--- src/hw/rtl/mdq_pkg.sv ---
// Shared types, constants and the period table of the quadrature emulator.
package mdq_pkg;

  // Width of each axis pending-step count
  localparam int PENDING_BITS = 8;
  localparam int PEND_CAP     = (1 << PENDING_BITS) - 1;

  // Count clip applied before the period table, and the period of an idle axis
  localparam int COUNT_CLIP   = 127;
  localparam int PERIOD_IDLE  = 255;

  // Bit-serial divider: magnitude and divisor widths, one quotient bit per cycle
  localparam int MAG_W        = 8;
  localparam int DVS_W        = 7;
  localparam int DIV_STEPS    = MAG_W;

  // Configuration port
  localparam int CFG_IDX_W    = 3;
  localparam int CFG_DATA_W   = 8;

  typedef enum logic [CFG_IDX_W-1:0] {
    CFG_DPI_DIVIDE_ENABLE = 3'd0,
    CFG_DELTA_DIVISOR     = 3'd1,
    CFG_RATE_LIMIT_ENABLE = 3'd2,
    CFG_RATE_LIMIT_PERIOD = 3'd3,
    CFG_PENDING_LIMIT     = 3'd4
  } mdq_cfg_idx_t;

  // Request kinds
  localparam logic REQ_REPORT = 1'b0;
  localparam logic REQ_TICK   = 1'b1;

  typedef struct packed {
    logic             dpi_divide_enable;
    logic [DVS_W-1:0] delta_divisor;
    logic             rate_limit_enable;
    logic [7:0]       rate_limit_period;
    logic [7:0]       pending_limit;
  } mdq_cfg_t;

  typedef struct packed {
    logic              req_type;
    logic signed [7:0] delta_x;
    logic signed [7:0] delta_y;
  } mdq_in_t;

  typedef struct packed {
    logic       x_line_a;
    logic       x_line_b;
    logic       y_line_a;
    logic       y_line_b;
    logic [7:0] x_period_now;
    logic [7:0] y_period_now;
    logic [7:0] x_remaining;
    logic [7:0] y_remaining;
  } mdq_out_t;

  // Sequencer strobes to each axis
  typedef struct packed {
    logic div_start;
    logic report_apply;
    logic tick_apply;
  } mdq_axis_ctrl_t;

  // Step period for a clipped count c: (10000 / c) / 64 - 1
  function automatic logic [7:0] period_lut(input logic [6:0] c);
    logic [7:0] p;
    priority if (c >= 7'd79) p = 8'd0;
    else if (c >= 7'd53) p = 8'd1;
    else if (c >= 7'd40) p = 8'd2;
    else if (c >= 7'd32) p = 8'd3;
    else if (c >= 7'd27) p = 8'd4;
    else if (c >= 7'd23) p = 8'd5;
    else if (c >= 7'd20) p = 8'd6;
    else if (c >= 7'd18) p = 8'd7;
    else if (c >= 7'd16) p = 8'd8;
    else begin
      unique case (c)
        7'd1:    p = 8'd155;
        7'd2:    p = 8'd77;
        7'd3:    p = 8'd51;
        7'd4:    p = 8'd38;
        7'd5:    p = 8'd30;
        7'd6:    p = 8'd25;
        7'd7:    p = 8'd21;
        7'd8:    p = 8'd18;
        7'd9:    p = 8'd16;
        7'd10:   p = 8'd14;
        7'd11:   p = 8'd13;
        7'd12:   p = 8'd12;
        7'd13:   p = 8'd11;
        7'd14:   p = 8'd10;
        7'd15:   p = 8'd9;
        default: p = 8'(PERIOD_IDLE);
      endcase
    end
    return p;
  endfunction

endpackage

--- src/hw/rtl/mdq_serial_div.sv ---
// Restoring divider, one quotient bit per cycle, MSB first
module mdq_serial_div (
  input  logic                      clk,
  input  logic                      rst_n,
  input  logic                      start,
  input  logic [mdq_pkg::MAG_W-1:0] dividend,
  input  logic [mdq_pkg::DVS_W-1:0] divisor,
  output logic                      done,
  output logic [mdq_pkg::MAG_W-1:0] quotient
);

  localparam int MW    = mdq_pkg::MAG_W;
  localparam int DW    = mdq_pkg::DVS_W;
  localparam int CNT_W = $clog2(mdq_pkg::DIV_STEPS);

  logic              running_r;
  logic              done_r;
  logic [CNT_W-1:0]  cnt_r;
  logic [MW-1:0]     quo_r;
  logic [MW-1:0]     quo_nxt;
  logic [DW-1:0]     rem_r;
  logic [DW-1:0]     rem_nxt;
  logic [DW-1:0]     dvs_r;
  logic [DW:0]       trial;
  logic [DW:0]       diff;
  logic              fits;
  logic              last;

  // One restoring step: shift in the next dividend bit, subtract if it fits
  assign trial   = {rem_r, quo_r[MW-1]};
  assign diff    = trial - {1'b0, dvs_r};
  assign fits    = trial >= {1'b0, dvs_r};
  assign rem_nxt = fits ? diff[DW-1:0] : trial[DW-1:0];
  assign quo_nxt = {quo_r[MW-2:0], fits};
  assign last    = cnt_r == CNT_W'(mdq_pkg::DIV_STEPS - 1);

  // Control
  always_ff @(posedge clk) begin
    if (!rst_n) begin
      running_r <= 1'b0;
      done_r    <= 1'b0;
      cnt_r     <= '0;
    end else begin
      done_r <= running_r && last;
      if (start) begin
        running_r <= 1'b1;
        cnt_r     <= '0;
      end else if (running_r) begin
        cnt_r <= cnt_r + CNT_W'(1);
        if (last) running_r <= 1'b0;
      end
    end
  end

  // Datapath: quotient shifts in where the dividend shifts out
  always_ff @(posedge clk) begin
    if (start) begin
      quo_r <= dividend;
      rem_r <= '0;
      dvs_r <= divisor;
    end else if (running_r) begin
      quo_r <= quo_nxt;
      rem_r <= rem_nxt;
    end
  end

  assign done     = done_r;
  assign quotient = quo_r;

endmodule

--- src/hw/rtl/mdq_axis.sv ---
// One axis: direction, pending count, period, tick counter, phase and its line pair.
// Lead is the line moved on even phases, lag the one moved on odd phases.
module mdq_axis (
  input  logic                             clk,
  input  logic                             rst_n,
  input  mdq_pkg::mdq_axis_ctrl_t          ctrl,
  input  mdq_pkg::mdq_cfg_t                cfg,
  input  logic signed [7:0]                delta,
  output logic                             div_done,
  output logic                             lead,
  output logic                             lag,
  output logic [7:0]                       period,
  output logic [mdq_pkg::PENDING_BITS-1:0] pending
);

  localparam int PB    = mdq_pkg::PENDING_BITS;
  localparam int SUM_W = PB + 1;
  localparam int MW    = mdq_pkg::MAG_W;
  localparam int DW    = mdq_pkg::DVS_W;

  logic          dir_r, dir_nxt;
  logic [1:0]    phase_r, phase_nxt;
  logic [PB-1:0] pending_r, pending_nxt;
  logic [7:0]    period_r, period_nxt;
  logic [7:0]    tick_r, tick_nxt;
  logic          lead_r, lead_nxt;
  logic          lag_r, lag_nxt;

  logic [MW-1:0]    mag;
  logic             mag_nz;
  logic [DW-1:0]    dvs;
  logic [MW-1:0]    quo;
  logic [MW-1:0]    step;
  logic [PB-1:0]    base;
  logic             rpt_dir;
  logic [SUM_W-1:0] sum;
  logic [SUM_W-1:0] lim;
  logic [SUM_W-1:0] sat;
  logic [PB-1:0]    rpt_pending;
  logic [6:0]       clip;
  logic [7:0]       rpt_period;
  logic [7:0]       expire_len;
  logic             expired;

  // Magnitude of the delta; -128 gives 128
  assign mag    = delta[7] ? (MW'(0) - MW'(delta)) : MW'(delta);
  assign mag_nz = |mag;
  // Divide by one when division is off or the divider is zero
  assign dvs    = (cfg.dpi_divide_enable && (cfg.delta_divisor != '0)) ?
                  cfg.delta_divisor : DW'(1);

  mdq_serial_div u_div (
    .clk      (clk),
    .rst_n    (rst_n),
    .start    (ctrl.div_start),
    .dividend (mag),
    .divisor  (dvs),
    .done     (div_done),
    .quotient (quo)
  );

  // Report: reversal or zero delta clears count, add scaled step, saturate, period
  always_comb begin
    base    = pending_r;
    rpt_dir = dir_r;
    if (mag_nz && !delta[7] && !dir_r) begin
      base    = '0;
      rpt_dir = 1'b1;
    end else if (mag_nz && delta[7] && dir_r) begin
      base    = '0;
      rpt_dir = 1'b0;
    end
    step        = (quo == '0) ? MW'(1) : quo;
    sum         = mag_nz ? (SUM_W'(base) + SUM_W'(step)) : '0;
    lim         = (sum > SUM_W'(cfg.pending_limit)) ? SUM_W'(cfg.pending_limit) : sum;
    sat         = (lim > SUM_W'(mdq_pkg::PEND_CAP)) ? SUM_W'(mdq_pkg::PEND_CAP) : lim;
    rpt_pending = PB'(sat);
    clip        = (rpt_pending > PB'(mdq_pkg::COUNT_CLIP)) ?
                  7'(mdq_pkg::COUNT_CLIP) : rpt_pending[6:0];
    rpt_period  = (clip == '0) ? 8'(mdq_pkg::PERIOD_IDLE) : mdq_pkg::period_lut(clip);
    if (cfg.rate_limit_enable && (rpt_period < cfg.rate_limit_period)) begin
      rpt_period = cfg.rate_limit_period;
    end
  end

  // Tick expiry; a zero period counts as one
  assign expire_len = (period_r == '0) ? 8'd1 : period_r;
  assign expired    = tick_r >= expire_len;

  // Next state
  always_comb begin
    dir_nxt     = dir_r;
    phase_nxt   = phase_r;
    pending_nxt = pending_r;
    period_nxt  = period_r;
    tick_nxt    = tick_r;
    lead_nxt    = lead_r;
    lag_nxt     = lag_r;
    if (ctrl.report_apply) begin
      dir_nxt     = rpt_dir;
      pending_nxt = rpt_pending;
      period_nxt  = rpt_period;
    end else if (ctrl.tick_apply) begin
      if (!expired) begin
        tick_nxt = tick_r + 8'd1;
      end else begin
        tick_nxt = '0;
        if (pending_r == '0) begin
          phase_nxt = '0;
        end else begin
          // upper phase bit gives the level driven
          if (phase_r[0]) lag_nxt  = phase_r[1];
          else            lead_nxt = phase_r[1];
          phase_nxt   = dir_r ? (phase_r + 2'd1) : (phase_r - 2'd1);
          pending_nxt = pending_r - PB'(1);
        end
      end
    end
  end

  always_ff @(posedge clk) begin
    if (!rst_n) begin
      dir_r     <= 1'b0;
      phase_r   <= '0;
      pending_r <= '0;
      period_r  <= 8'd1;
      tick_r    <= '0;
      lead_r    <= 1'b1;
      lag_r     <= 1'b1;
    end else begin
      dir_r     <= dir_nxt;
      phase_r   <= phase_nxt;
      pending_r <= pending_nxt;
      period_r  <= period_nxt;
      tick_r    <= tick_nxt;
      lead_r    <= lead_nxt;
      lag_r     <= lag_nxt;
    end
  end

  assign lead    = lead_r;
  assign lag     = lag_r;
  assign period  = period_r;
  assign pending = pending_r;

`ifndef ASSERT_OFF
  // Lines move only on a tick
  a_lines_tick_only: assert property (@(posedge clk) disable iff (!rst_n)
    !ctrl.tick_apply |=> ($stable(lead_r) && $stable(lag_r)))
    else $error("quadrature line changed without a tick");

  // A tick never raises the pending count
  a_tick_no_growth: assert property (@(posedge clk) disable iff (!rst_n)
    ctrl.tick_apply |=> (pending_r <= $past(pending_r)))
    else $error("pending count grew on a tick");

  // The period is recomputed on reports only
  a_period_report_only: assert property (@(posedge clk) disable iff (!rst_n)
    !ctrl.report_apply |=> $stable(period_r))
    else $error("period changed outside a report");
`endif

endmodule

--- src/hw/rtl/mouse_delta_to_quadrature_core.sv ---
// Turns relative mouse movement reports and 64 us timer ticks into quadrature
// edges on an X and a Y line pair, one result per request with the line levels,
// the step period and the pending step count of each axis. A tick request passes
// the apply and load states; a movement report first passes the start and divide
// states, where the bit-serial divider scales the delta magnitudes (one quotient
// bit per cycle, both axes in parallel). One request is in flight at a time; a
// new one is taken once the previous result sits in the output register, and a
// stalled result holds the next one back from completing. Configuration writes
// are always ready and must only be issued while no request is in flight.
module mouse_delta_to_quadrature_core (
  input  logic                            clk,
  input  logic                            rst_n,
  input  logic                            in_valid,
  output logic                            in_stall,
  input  mdq_pkg::mdq_in_t                in_data,
  output logic                            out_valid,
  input  logic                            out_stall,
  output mdq_pkg::mdq_out_t               out_data,
  input  logic                            cfg_valid,
  output logic                            cfg_ready,
  input  logic [mdq_pkg::CFG_IDX_W-1:0]   cfg_index,
  input  logic [mdq_pkg::CFG_DATA_W-1:0]  cfg_data
);

  localparam int PB = mdq_pkg::PENDING_BITS;

  typedef enum logic [4:0] {
    ST_IDLE  = 5'b00001,
    ST_START = 5'b00010,
    ST_DIV   = 5'b00100,
    ST_APPLY = 5'b01000,
    ST_LOAD  = 5'b10000
  } state_t;

  state_t                  state_r, state_nxt;
  mdq_pkg::mdq_cfg_t       cfg_r;
  mdq_pkg::mdq_in_t        req_r;
  mdq_pkg::mdq_out_t       out_data_r, out_data_nxt;
  logic                    out_valid_r, out_valid_nxt;
  mdq_pkg::mdq_axis_ctrl_t ctrl;
  logic                    in_take;
  logic                    out_load;
  logic                    x_done, y_done;
  logic                    x_lead, x_lag, y_lead, y_lag;
  logic [7:0]              x_period, y_period;
  logic [PB-1:0]           x_pending, y_pending;

  // Configuration registers
  assign cfg_ready = 1'b1;

  always_ff @(posedge clk) begin
    if (!rst_n) begin
      cfg_r.dpi_divide_enable <= 1'b0;
      cfg_r.delta_divisor     <= 7'd2;
      cfg_r.rate_limit_enable <= 1'b0;
      cfg_r.rate_limit_period <= 8'd1;
      cfg_r.pending_limit     <= 8'd127;
    end else if (cfg_valid && cfg_ready) begin
      unique case (cfg_index)
        mdq_pkg::CFG_DPI_DIVIDE_ENABLE: cfg_r.dpi_divide_enable <= cfg_data[0];
        mdq_pkg::CFG_DELTA_DIVISOR:     cfg_r.delta_divisor     <= cfg_data[6:0];
        mdq_pkg::CFG_RATE_LIMIT_ENABLE: cfg_r.rate_limit_enable <= cfg_data[0];
        mdq_pkg::CFG_RATE_LIMIT_PERIOD: cfg_r.rate_limit_period <= cfg_data;
        mdq_pkg::CFG_PENDING_LIMIT:     cfg_r.pending_limit     <= cfg_data;
        default: ;
      endcase
    end
  end

  // Request capture
  assign in_stall = state_r != ST_IDLE;
  assign in_take  = in_valid && !in_stall;

  always_ff @(posedge clk) begin
    if (in_take) req_r <= in_data;
  end

  // Sequencer
  assign out_load = (state_r == ST_LOAD) && (!out_valid_r || !out_stall);

  always_comb begin
    state_nxt = state_r;
    unique case (state_r)
      ST_IDLE:  if (in_take) state_nxt = (in_data.req_type == mdq_pkg::REQ_TICK) ?
                                         ST_APPLY : ST_START;
      ST_START: state_nxt = ST_DIV;
      ST_DIV:   if (x_done && y_done) state_nxt = ST_APPLY;
      ST_APPLY: state_nxt = ST_LOAD;
      ST_LOAD:  if (out_load) state_nxt = ST_IDLE;
      default:  state_nxt = ST_IDLE;
    endcase
  end

  assign ctrl.div_start    = state_r == ST_START;
  assign ctrl.report_apply = (state_r == ST_APPLY) && (req_r.req_type == mdq_pkg::REQ_REPORT);
  assign ctrl.tick_apply   = (state_r == ST_APPLY) && (req_r.req_type == mdq_pkg::REQ_TICK);

  // Axes; Y moves its second line on even phases
  mdq_axis u_axis_x (
    .clk      (clk),
    .rst_n    (rst_n),
    .ctrl     (ctrl),
    .cfg      (cfg_r),
    .delta    (req_r.delta_x),
    .div_done (x_done),
    .lead     (x_lead),
    .lag      (x_lag),
    .period   (x_period),
    .pending  (x_pending)
  );

  mdq_axis u_axis_y (
    .clk      (clk),
    .rst_n    (rst_n),
    .ctrl     (ctrl),
    .cfg      (cfg_r),
    .delta    (req_r.delta_y),
    .div_done (y_done),
    .lead     (y_lead),
    .lag      (y_lag),
    .period   (y_period),
    .pending  (y_pending)
  );

  // Output register
  always_comb begin
    out_data_nxt.x_line_a     = x_lead;
    out_data_nxt.x_line_b     = x_lag;
    out_data_nxt.y_line_a     = y_lag;
    out_data_nxt.y_line_b     = y_lead;
    out_data_nxt.x_period_now = x_period;
    out_data_nxt.y_period_now = y_period;
    out_data_nxt.x_remaining  = 8'(x_pending);
    out_data_nxt.y_remaining  = 8'(y_pending);
    out_valid_nxt = out_valid_r;
    if (out_load)                       out_valid_nxt = 1'b1;
    else if (out_valid_r && !out_stall) out_valid_nxt = 1'b0;
  end

  always_ff @(posedge clk) begin
    if (!rst_n) begin
      state_r     <= ST_IDLE;
      out_valid_r <= 1'b0;
    end else begin
      state_r     <= state_nxt;
      out_valid_r <= out_valid_nxt;
    end
  end

  always_ff @(posedge clk) begin
    if (out_load) out_data_r <= out_data_nxt;
  end

  assign out_valid = out_valid_r;
  assign out_data  = out_data_r;

`ifndef ASSERT_OFF
  // Both axis dividers run in lockstep
  a_div_lockstep: assert property (@(posedge clk) disable iff (!rst_n)
    x_done == y_done)
    else $error("axis dividers out of step");

  // Each divider start is followed by done while the sequencer waits in the divide state
  a_div_latency: assert property (@(posedge clk) disable iff (!rst_n)
    (state_r == ST_START) |-> ##9 (x_done && (state_r == ST_DIV)))
    else $error("divider did not finish on time");

  // A tick with an empty output register reaches its result via apply and load
  a_tick_latency: assert property (@(posedge clk) disable iff (!rst_n)
    (in_take && (in_data.req_type == mdq_pkg::REQ_TICK) && !out_valid_r)
    |-> ##3 out_valid_r)
    else $error("tick result late");
`endif

endmodule

--- config.mk ---
export PLATFORM = sky130hd
export DESIGN_NAME = mouse_delta_to_quadrature_core
export DESIGN_NICKNAME = d
export VERILOG_FILES = /design/src/hw/rtl/mdq_pkg.sv /design/src/hw/rtl/mdq_serial_div.sv /design/src/hw/rtl/mdq_axis.sv /design/src/hw/rtl/mouse_delta_to_quadrature_core.sv
export SDC_FILE = /design/constraint.sdc
export NUM_CORES = 1
export LEC_CHECK = 0
export BUFFER_PORTS_ARGS = -buffer_cell sky130_fd_sc_hd__buf_2
export CORE_MARGIN = 2
export CORE_UTILIZATION = 45
export CTS_CLUSTER_SIZE = 28
export DETAILED_ROUTE_END_ITERATION = 10
export GPL_TIMING_DRIVEN = 0
export PLACE_DENSITY = 0.59
export SETUP_SLACK_MARGIN = 0.05
export SYNTH_ARGS = -nofsm -noshare
export SYNTH_HDL_FRONTEND = slang
export SYNTH_HIERARCHICAL = 1
export SYNTH_SLANG_ARGS = --single-unit
--- constraint.sdc ---
create_clock -name clk -period 20.1 [get_ports clk]
set_input_delay 3.015 -clock clk [delete_from_list [all_inputs] [get_ports clk]]
set_output_delay 3.015 -clock clk [all_outputs]
set_load 0.1 [all_outputs]
# Word-level counts from Yosys, hierarchy flattened
# Memories as Yosys holds them, arrays and structs flattened.
# Index checks and enable logic that the tools add are counted.
# W data, S select, Z words.
dict set report op_classes {
  add_sub_neg 16
  magnitude_cmp 30
  eq_ne 17
  mux 79
  bitwise_logic 7
  reduce_logical 67
}
# operator count
set ops {}
lappend ops {{$mux W8} 50}
lappend ops {{$ge A7 B5 Y1 const B} 10}
lappend ops {{$logic_not A8 Y1} 6}
lappend ops {{$ge A7 B6 Y1 const B} 6}
lappend ops {{$mux W9} 4}
lappend ops {{$mux W7} 4}
lappend ops {{$pmux W5 S5} 1}
lappend ops {{$reduce_and A5 Y1} 4}
lappend ops {{$logic_and A1 B1 Y1} 19}
lappend ops {{$add A8 B8 Y9} 2}
lappend ops {{$gt A9 B8 Y1} 2}
lappend ops {{$gt A9 B8 Y1 const B} 2}
lappend ops {{$add A8 B1 Y8 const B} 2}
lappend ops {{$ge A8 B7 Y1} 2}
lappend ops {{$ge A8 B8 Y1} 2}
lappend ops {{$gt A8 B7 Y1 const B} 2}
lappend ops {{$lt A8 B8 Y1} 2}
lappend ops {{$reduce_and A2 Y1} 8}
lappend ops {{$reduce_bool A2 Y1} 8}
lappend ops {{$reduce_or A8 Y1} 2}
lappend ops {{$sub A1 B8 Y8 const A} 2}
lappend ops {{$sub A8 B1 Y8 const B} 2}
lappend ops {{$mux W5} 3}
lappend ops {{$reduce_and A3 Y1} 5}
lappend ops {{other kinds (25)} 66}
dict set report totals {
  reg_bits 189
  rom_bits 256
  n_memories 2
}
# memory words width rd rd_ports_with_merged_regs write_ports line
set mem_list {}
lappend mem_list {{(name not given)} 16 8 1 0 0 mdq_pkg.sv:78} ;# unique case (c)
lappend mem_list {{(name not given)} 16 8 1 0 0 mdq_pkg.sv:78}

# Depth between registers and ports, before layout
dict set report logic_depth {
  ltp_word 30
  ltp_mapped 40
  depth_no_buf 39
}

# By module
# The synthesis kept the hierarchy.
# module n_inst cells_each area_each_um2 seq_area_each_um2
set modules_own_cells {}
lappend modules_own_cells {mdq_axis 2 485 3599.7 580.6}
lappend modules_own_cells {mdq_serial_div 2 147 1581.5 690.7}
lappend modules_own_cells {mouse_delta_to_quadrature_core 1 207 2929.1 2212.1}

# Least setup slack after synthesis
# OpenSTA, ideal clock, no wires.
dict set report synth_timing {
  path_type {flip-flop to flip-flop}
  startpoint {register req_r[8] in the netlist's numbering}
  endpoint {register u_axis_x.period_r[2], in the netlist u_axis_x/period[2]}
  t_arrival_ps 7414
  required_time_ps 19967
  path_slack_ps 12554
  path_stages_with_launch 39
  n_path_buf 2
  synth_period_minus_slack_ps 7546
  cell_sequence {edfxtp_1 > inv_1 > ha_1 > or3b_4 > mux2i_1 > a32oi_1 > or2_2 > clkbuf_1 > nand2_1 > and2_1 > ha_1 > inv_1 > o32ai_1 > o2111ai_1 > o311a_1 > and2_1 > ha_1 > a211oi_1 > [3 not listed] > buf_6 > a22o_1 > or2_2 > inv_1 > ha_1 > o311ai_0 > a21o_1 > a31oi_1 > o211a_1 > inv_1 > ha_1 > nor2b_1 > o21ai_0 > nand2_1 > a21oi_2 > inv_1 > nor2_4 > o311ai_1}
}
dict set report synth_via {
  elab_chain_len 30
  elab_cells_between_ends 43
  cone_classes {add/sub (2); order compare (13); mux (19); reduce/logical (8); memory (1)}
}
# element line
set synth_lines {}
lappend synth_lines {{start, declared} mouse_delta_to_quadrature_core.sv:37} ;# mdq_pkg::mdq_in_t req_r;
lappend synth_lines {{start signal, assigned} mouse_delta_to_quadrature_core.sv:75} ;# if (in_take) req_r <= in_data;
lappend synth_lines {{$sub A1 B8 Y8} mdq_axis.sv:46} ;# assign mag = delta[7] ? (MW'(0) - MW'(delta)) : MW'(delta);
lappend synth_lines {{$mux W8 (*)} mdq_axis.sv:46}
lappend synth_lines {{$reduce_or A8 Y1 (*)} mdq_axis.sv:47} ;# assign mag_nz = |mag;
lappend synth_lines {{$logic_and A1 B1 Y1 (2 in series)} mdq_axis.sv:69} ;# end else if (mag_nz && delta[7] && dir_r) begin
lappend synth_lines {{$mux W8} mdq_axis.sv:69}
lappend synth_lines {{$mux W8} mdq_axis.sv:66} ;# if (mag_nz && !delta[7] && !dir_r) begin
lappend synth_lines {{$add A8 B8 Y9} mdq_axis.sv:74} ;# sum = mag_nz ? (SUM_W'(base) + SUM_W'(step)) : '0;
lappend synth_lines {{$mux W9 (*)} mdq_axis.sv:74}
lappend synth_lines {{[13 not listed]} --}
lappend synth_lines {{$mux W8} mdq_pkg.sv:71} ;# else if (c >= 7'd32) p = 8'd3;
lappend synth_lines {{$mux W8} mdq_pkg.sv:70} ;# else if (c >= 7'd40) p = 8'd2;
lappend synth_lines {{$mux W8} mdq_pkg.sv:69} ;# else if (c >= 7'd53) p = 8'd1;
lappend synth_lines {{$mux W8} mdq_pkg.sv:68} ;# priority if (c >= 7'd79) p = 8'd0;
lappend synth_lines {{$mux W8 (*)} mdq_axis.sv:80} ;# rpt_period = (clip == '0) ? 8'(mdq_pkg::PERIOD_IDLE) : mdq_pkg::period_lut(clip);
lappend synth_lines {{$lt A8 B8 Y1} mdq_axis.sv:81} ;# if (cfg.rate_limit_enable && (rpt_period < cfg.rate_limit_period)) begin
lappend synth_lines {{$logic_and A1 B1 Y1} mdq_axis.sv:81}
lappend synth_lines {{$mux W8 (*)} mdq_axis.sv:81}
lappend synth_lines {{end signal, assigned} mdq_axis.sv:134} ;# period_r <= period_nxt;
lappend synth_lines {{end, declared} mdq_axis.sv:24} ;# logic [7:0] period_r, period_nxt;
# Every way passes the cells marked *; elsewhere a longest branch is shown, timed or not.
# A chain may end at the register's enable or synchronous reset.

# Worst setup path after layout
dict set report layout_timing {
  startpoint {register req_r[8] in the netlist's numbering}
  endpoint {register u_axis_x.period_r[7], in the netlist u_axis_x/period[7]}
}
# The elaborated chain is that of the path after synthesis.

==> flow_results.org <==
** Outcome
- The run finished with clean final reports.

** Synthesis
- Cells taking the most area after synthesis :: sky130_fd_sc_hd__edfxtp_1 19%, sky130_fd_sc_hd__dfxtp_1 17%, sky130_fd_sc_hd__ha_1 9.4%
- The biggest area contributor in the post-synthesis netlist is sky130_fd_sc_hd__edfxtp_1.
- Adder-cell share of the synthesized area :: 0.1002
- Of the total synthesized cell area, the portion taken by XOR and XNOR cells is 0.03229.
- Gate count of the mapped netlist :: roughly 1500
- In this run, synthesis inferred 83 flip-flops with an integrated enable.
- After synthesis, the largest family of logic cells by area is compound AO/OA/AOI/OAI gates.
- In the synthesized netlist the dominant register cell turns out to be sky130_fd_sc_hd__dfxtp_1.
- Register bit count reported by yosys :: slightly below 200
- Fraction of post-synthesis cell area in the top cell type by area :: 0.1875
- The mapped netlist covers 13290 sq um.
- After synthesis, the share of cell area in mux cells is 0.02636.
- Of the total synthesized cell area, the portion taken by AND, OR, NAND and NOR gates is 0.2047.
- Number of library cell types mapped by synthesis :: between 90 and 100
- Syn avg cell area :: 9.036 sq um
- Of the synthesized area, sequential elements account for 0.3577.
- For this run, the number of Yosys warnings is 6.
- For this run, asynchronously set or reset flops after synthesis account for 0.
- Net Count, Synth :: approximately 1600
- The fraction of the mapped netlist area in compound gates was 0.2120.

** Placed design
- The HPWL after detailed placement is around 24000 microns.
- Standard cell area after detailed placement :: 14170 sq um
- Final GP Congestion :: between 0.8 and 0.9
- Before CTS, the worst setup slack after placement is between 10 and 15 ns.
- Number of port buffers :: 70

** Die
- For this configuration, the core starts out at a cell density of 0.4606.
- I/O pin count :: 72
- Core Footprint :: between 20000 and 30000 sq um
- Die Outline Area :: 30930 sq um
- Row generation in the floorplan step produced a little over 60 rows.
- The die is 175.9 microns tall.
- Die X :: between 150 and 200 microns

** CTS
- TritonCTS built the clock tree.
- Buffers inserted during post-CTS setup optimization :: 0
- Clock-pin slew on the worst setup and hold paths :: 0.07 ns
- The root buffer cell chosen for the clock tree is sky130_fd_sc_hd__clkbuf_16.
- The H-tree was split into 4 levels.
- The number of gates resized after CTS was 0.
- The clock reaches the later pin of the worst-skew pair after between 0.4 and 0.5 ns.
- Maximum buffer depth of the clock tree :: 2
- Sink count of the clock tree :: between 150 and 200
- Post-CTS Hold Buffers :: 0
- Number of buffers created by CTS :: 17

** Setup path
- Data on the critical path is required at its endpoint by a little over 20 ns.
- Number of buffer and inverter instances along the worst setup path :: 6
- On the worst path, the slowest cell contributes a delay of between 0.4 and 0.5 ns.
- Worst Setup Path Type :: flip-flop to flip-flop
- Most used cell along the critical path :: sky130_fd_sc_hd__ha_1
- For the worst setup path, the data arrival time is ~9.4 ns.
- Type of element launching the critical path :: flip-flop
- Slowest cell on crit path :: sky130_fd_sc_hd__o32ai_1
- Maximum net fanout on the critical path :: 10
- Cell type group with the largest total delay on the critical path :: compound AO/OA/AOI/OAI gates
- STA classifies the critical path endpoint as a flip-flop.

** Global routing
- Entering global routing, the biggest net connects 24 pins.
- The first global-routing pass estimated 52310 microns of wire.
- Global-route total usage across every layer :: 0.2091
- Vias in the first global route :: a little over 10000
- Global routing finished with a remaining overflow of 0.
- The initial antenna violation count was 0.

** Min path
- The tightest min-delay check is of the flip-flop to flip-flop type.

** Power and ir drop
- VDD sags by at most a little over 0.06 mV.
- Dividing total power by cell area gives a power density of 82.24 nW/um^2.
- Leakage Power :: ~6.0 nW

** Timing
- Smallest hold slack :: between 0.4 and 0.5 ns
- The total count of hold-check failures in the final report was 0.
- Final Critical Period :: between 9 and 10 ns
- Setup repair after global routing left no endpoint under its margin.
- Part of the cycle the worst path needs :: 0.4539
- Post-layout worst setup margin :: between 10 and 15 ns
- Setup TNS Final :: 0 ns
- Setup violations remaining at the end of the flow were counted as 0.
- The final count of pins violating max slew was 0.
- Max Clock Skew :: around 0.012 ns
- For this run, the top clock speed supported by timing is 0.1096 GHz.
- Measured against its own limit, the worst slew margin works out to 0.4032.
- Actual transition at the worst max-transition pin :: ~0.89 ns

** Routing
- DR vias :: between 10000 and 15000
- Using the TritonRoute via totals, the vias-per-cell ratio works out to roughly 5.5.
- DR pass1 iterations :: 5
- Wirelength per Cell :: 16.05 microns
- The first routing iteration left approximately 640 violations.
- For this run, design rule violations remaining after detail routing come to 0.
- Once detail routing completed, the nets flagged for antenna violations numbered 0.
- For this block, the routed nets add up to around 31000 microns of wire.

** Finish
- Footprint of the multi-input gates :: between 7000 and 8000 sq um
- The top cell types in the final layout, fill and taps aside, are 127 x sky130_fd_sc_hd__inv_1, 113 x sky130_fd_sc_hd__dfxtp_1, 112 x sky130_fd_sc_hd__nand2_1.
- The layout has 2797 filler cells.
- Most common cell after layout, fill and taps aside :: sky130_fd_sc_hd__inv_1
- The repair_antennas step left the layout with diodes totalling 0.
- The finished cells cover ~15000 sq um.
- The sequential cells in the finished layout cover a total of roughly 4800 sq um.
- Area overhead of the layout relative to synthesis :: 10.60%
- Post-layout net count :: 1699
- Of the cells placed in the final design, the portion with a size suffix greater than 1 is 0.1365.

** Flow run
- The tool flagged a number of max-cap violations equal to 0.
-- per-stage QoR --
stage | std cells | total power, W | util
2_1_floorplan | 1471 | 0.0008001 | -
3_3_place_gp | 1925 | 0.0008868 | 0.4894
3_5_place_dp | 1927 | 0.0008907 | 0.4909
4_1_cts | 1959 | 0.001217 | 0.5094
5_1_grt | 1959 | 0.001286 | 0.5094
6_report | 1959 | 0.001209 | 0.5094
-- final cells by class --
type	instances	share of cell area
Inverter	127	0.03243
Multi-Input combinational cell	1075	0.5216
Timing Repair Buffer	72	0.02596
Buffer	73	0.02766
Clock buffer	20	0.02970
Sequential cell	196	0.3234
Clock inverter	12	0.006554
Tap cell	384	0.03268
-- logic make-up after synthesis --
family / count (synthesis)
and+or+nand+nor: 511
AOI/OAI and AO/OA: 377
buffers and inverters: 200
adders and majority gates: 104
muxes: 33
other: 1
DFF: 196
xor gates and xnor gates: 49
-- cell usage after synthesis (26+ instances only) --
master / instances
sky130_fd_sc_hd__clkbuf_1: 39
sky130_fd_sc_hd__nor2_1: 95
sky130_fd_sc_hd__a21oi_1: 61
sky130_fd_sc_hd__xnor2_1: 30
sky130_fd_sc_hd__a21o_1: 28
sky130_fd_sc_hd__inv_1: 127
sky130_fd_sc_hd__edfxtp_1: 83
sky130_fd_sc_hd__nand2_1: 112
sky130_fd_sc_hd__nor3_1: 26
sky130_fd_sc_hd__o21ai_0: 63
sky130_fd_sc_hd__dfxtp_1: 113
sky130_fd_sc_hd__nor2b_1: 30
sky130_fd_sc_hd__ha_1: 100
sky130_fd_sc_hd__nand3_1: 48
sky130_fd_sc_hd__and2_1: 37
-- metal layers --
| layer | up-vias | global-route usage | wire length (microns) |
|---|---|---|---|
| li1 | 5507 | - | - |
| met1 | 5115 | 0.2785 | 15040 |
| met2 | 176 | 0.3502 | 14890 |
| met3 | 32 | 0.03074 | 896 |
| met4 | 0 | 0.06612 | 614 |
| met5 | - | 0 | 0 |
-- registers in the layout (all words and copies together), names as in the netlist, 8 cells and up --
name and count:
out_data 36, cfg_r 25, req_r 17, u_axis_x/pending 8, u_axis_x/period 8, u_axis_x/tick_r 8, u_axis_x/u_div/quotient 8, u_axis_y/pending 8
u_axis_y/period 8, u_axis_y/tick_r 8, u_axis_y/u_div/quotient 8
-- final timing paths --
check	startpoint	endpoint	slack, ns	cells past startpoint
min	u_axis_y/lag$_SDFFE_PN1P_	out_data[33]$_DFFE_PP_	0.43	0
max	req_r[8]$_DFFE_PP_	u_axis_x/period[7]$_SDFFE_PN0P_	10.98	38
min reg2reg	u_axis_y/lag$_SDFFE_PN1P_	out_data[33]$_DFFE_PP_	0.43	0
max reg2reg	req_r[8]$_DFFE_PP_	u_axis_x/period[7]$_SDFFE_PN0P_	10.98	38
-- report_power, final --
group          total (W)  internal (W)  switching, W
Sequential      0.000463      0.000439     0.0000236
Combinational   0.000424      0.000177      0.000246
Clock           0.000323      0.000161      0.000161
Power figures use the tool's default switching activity.
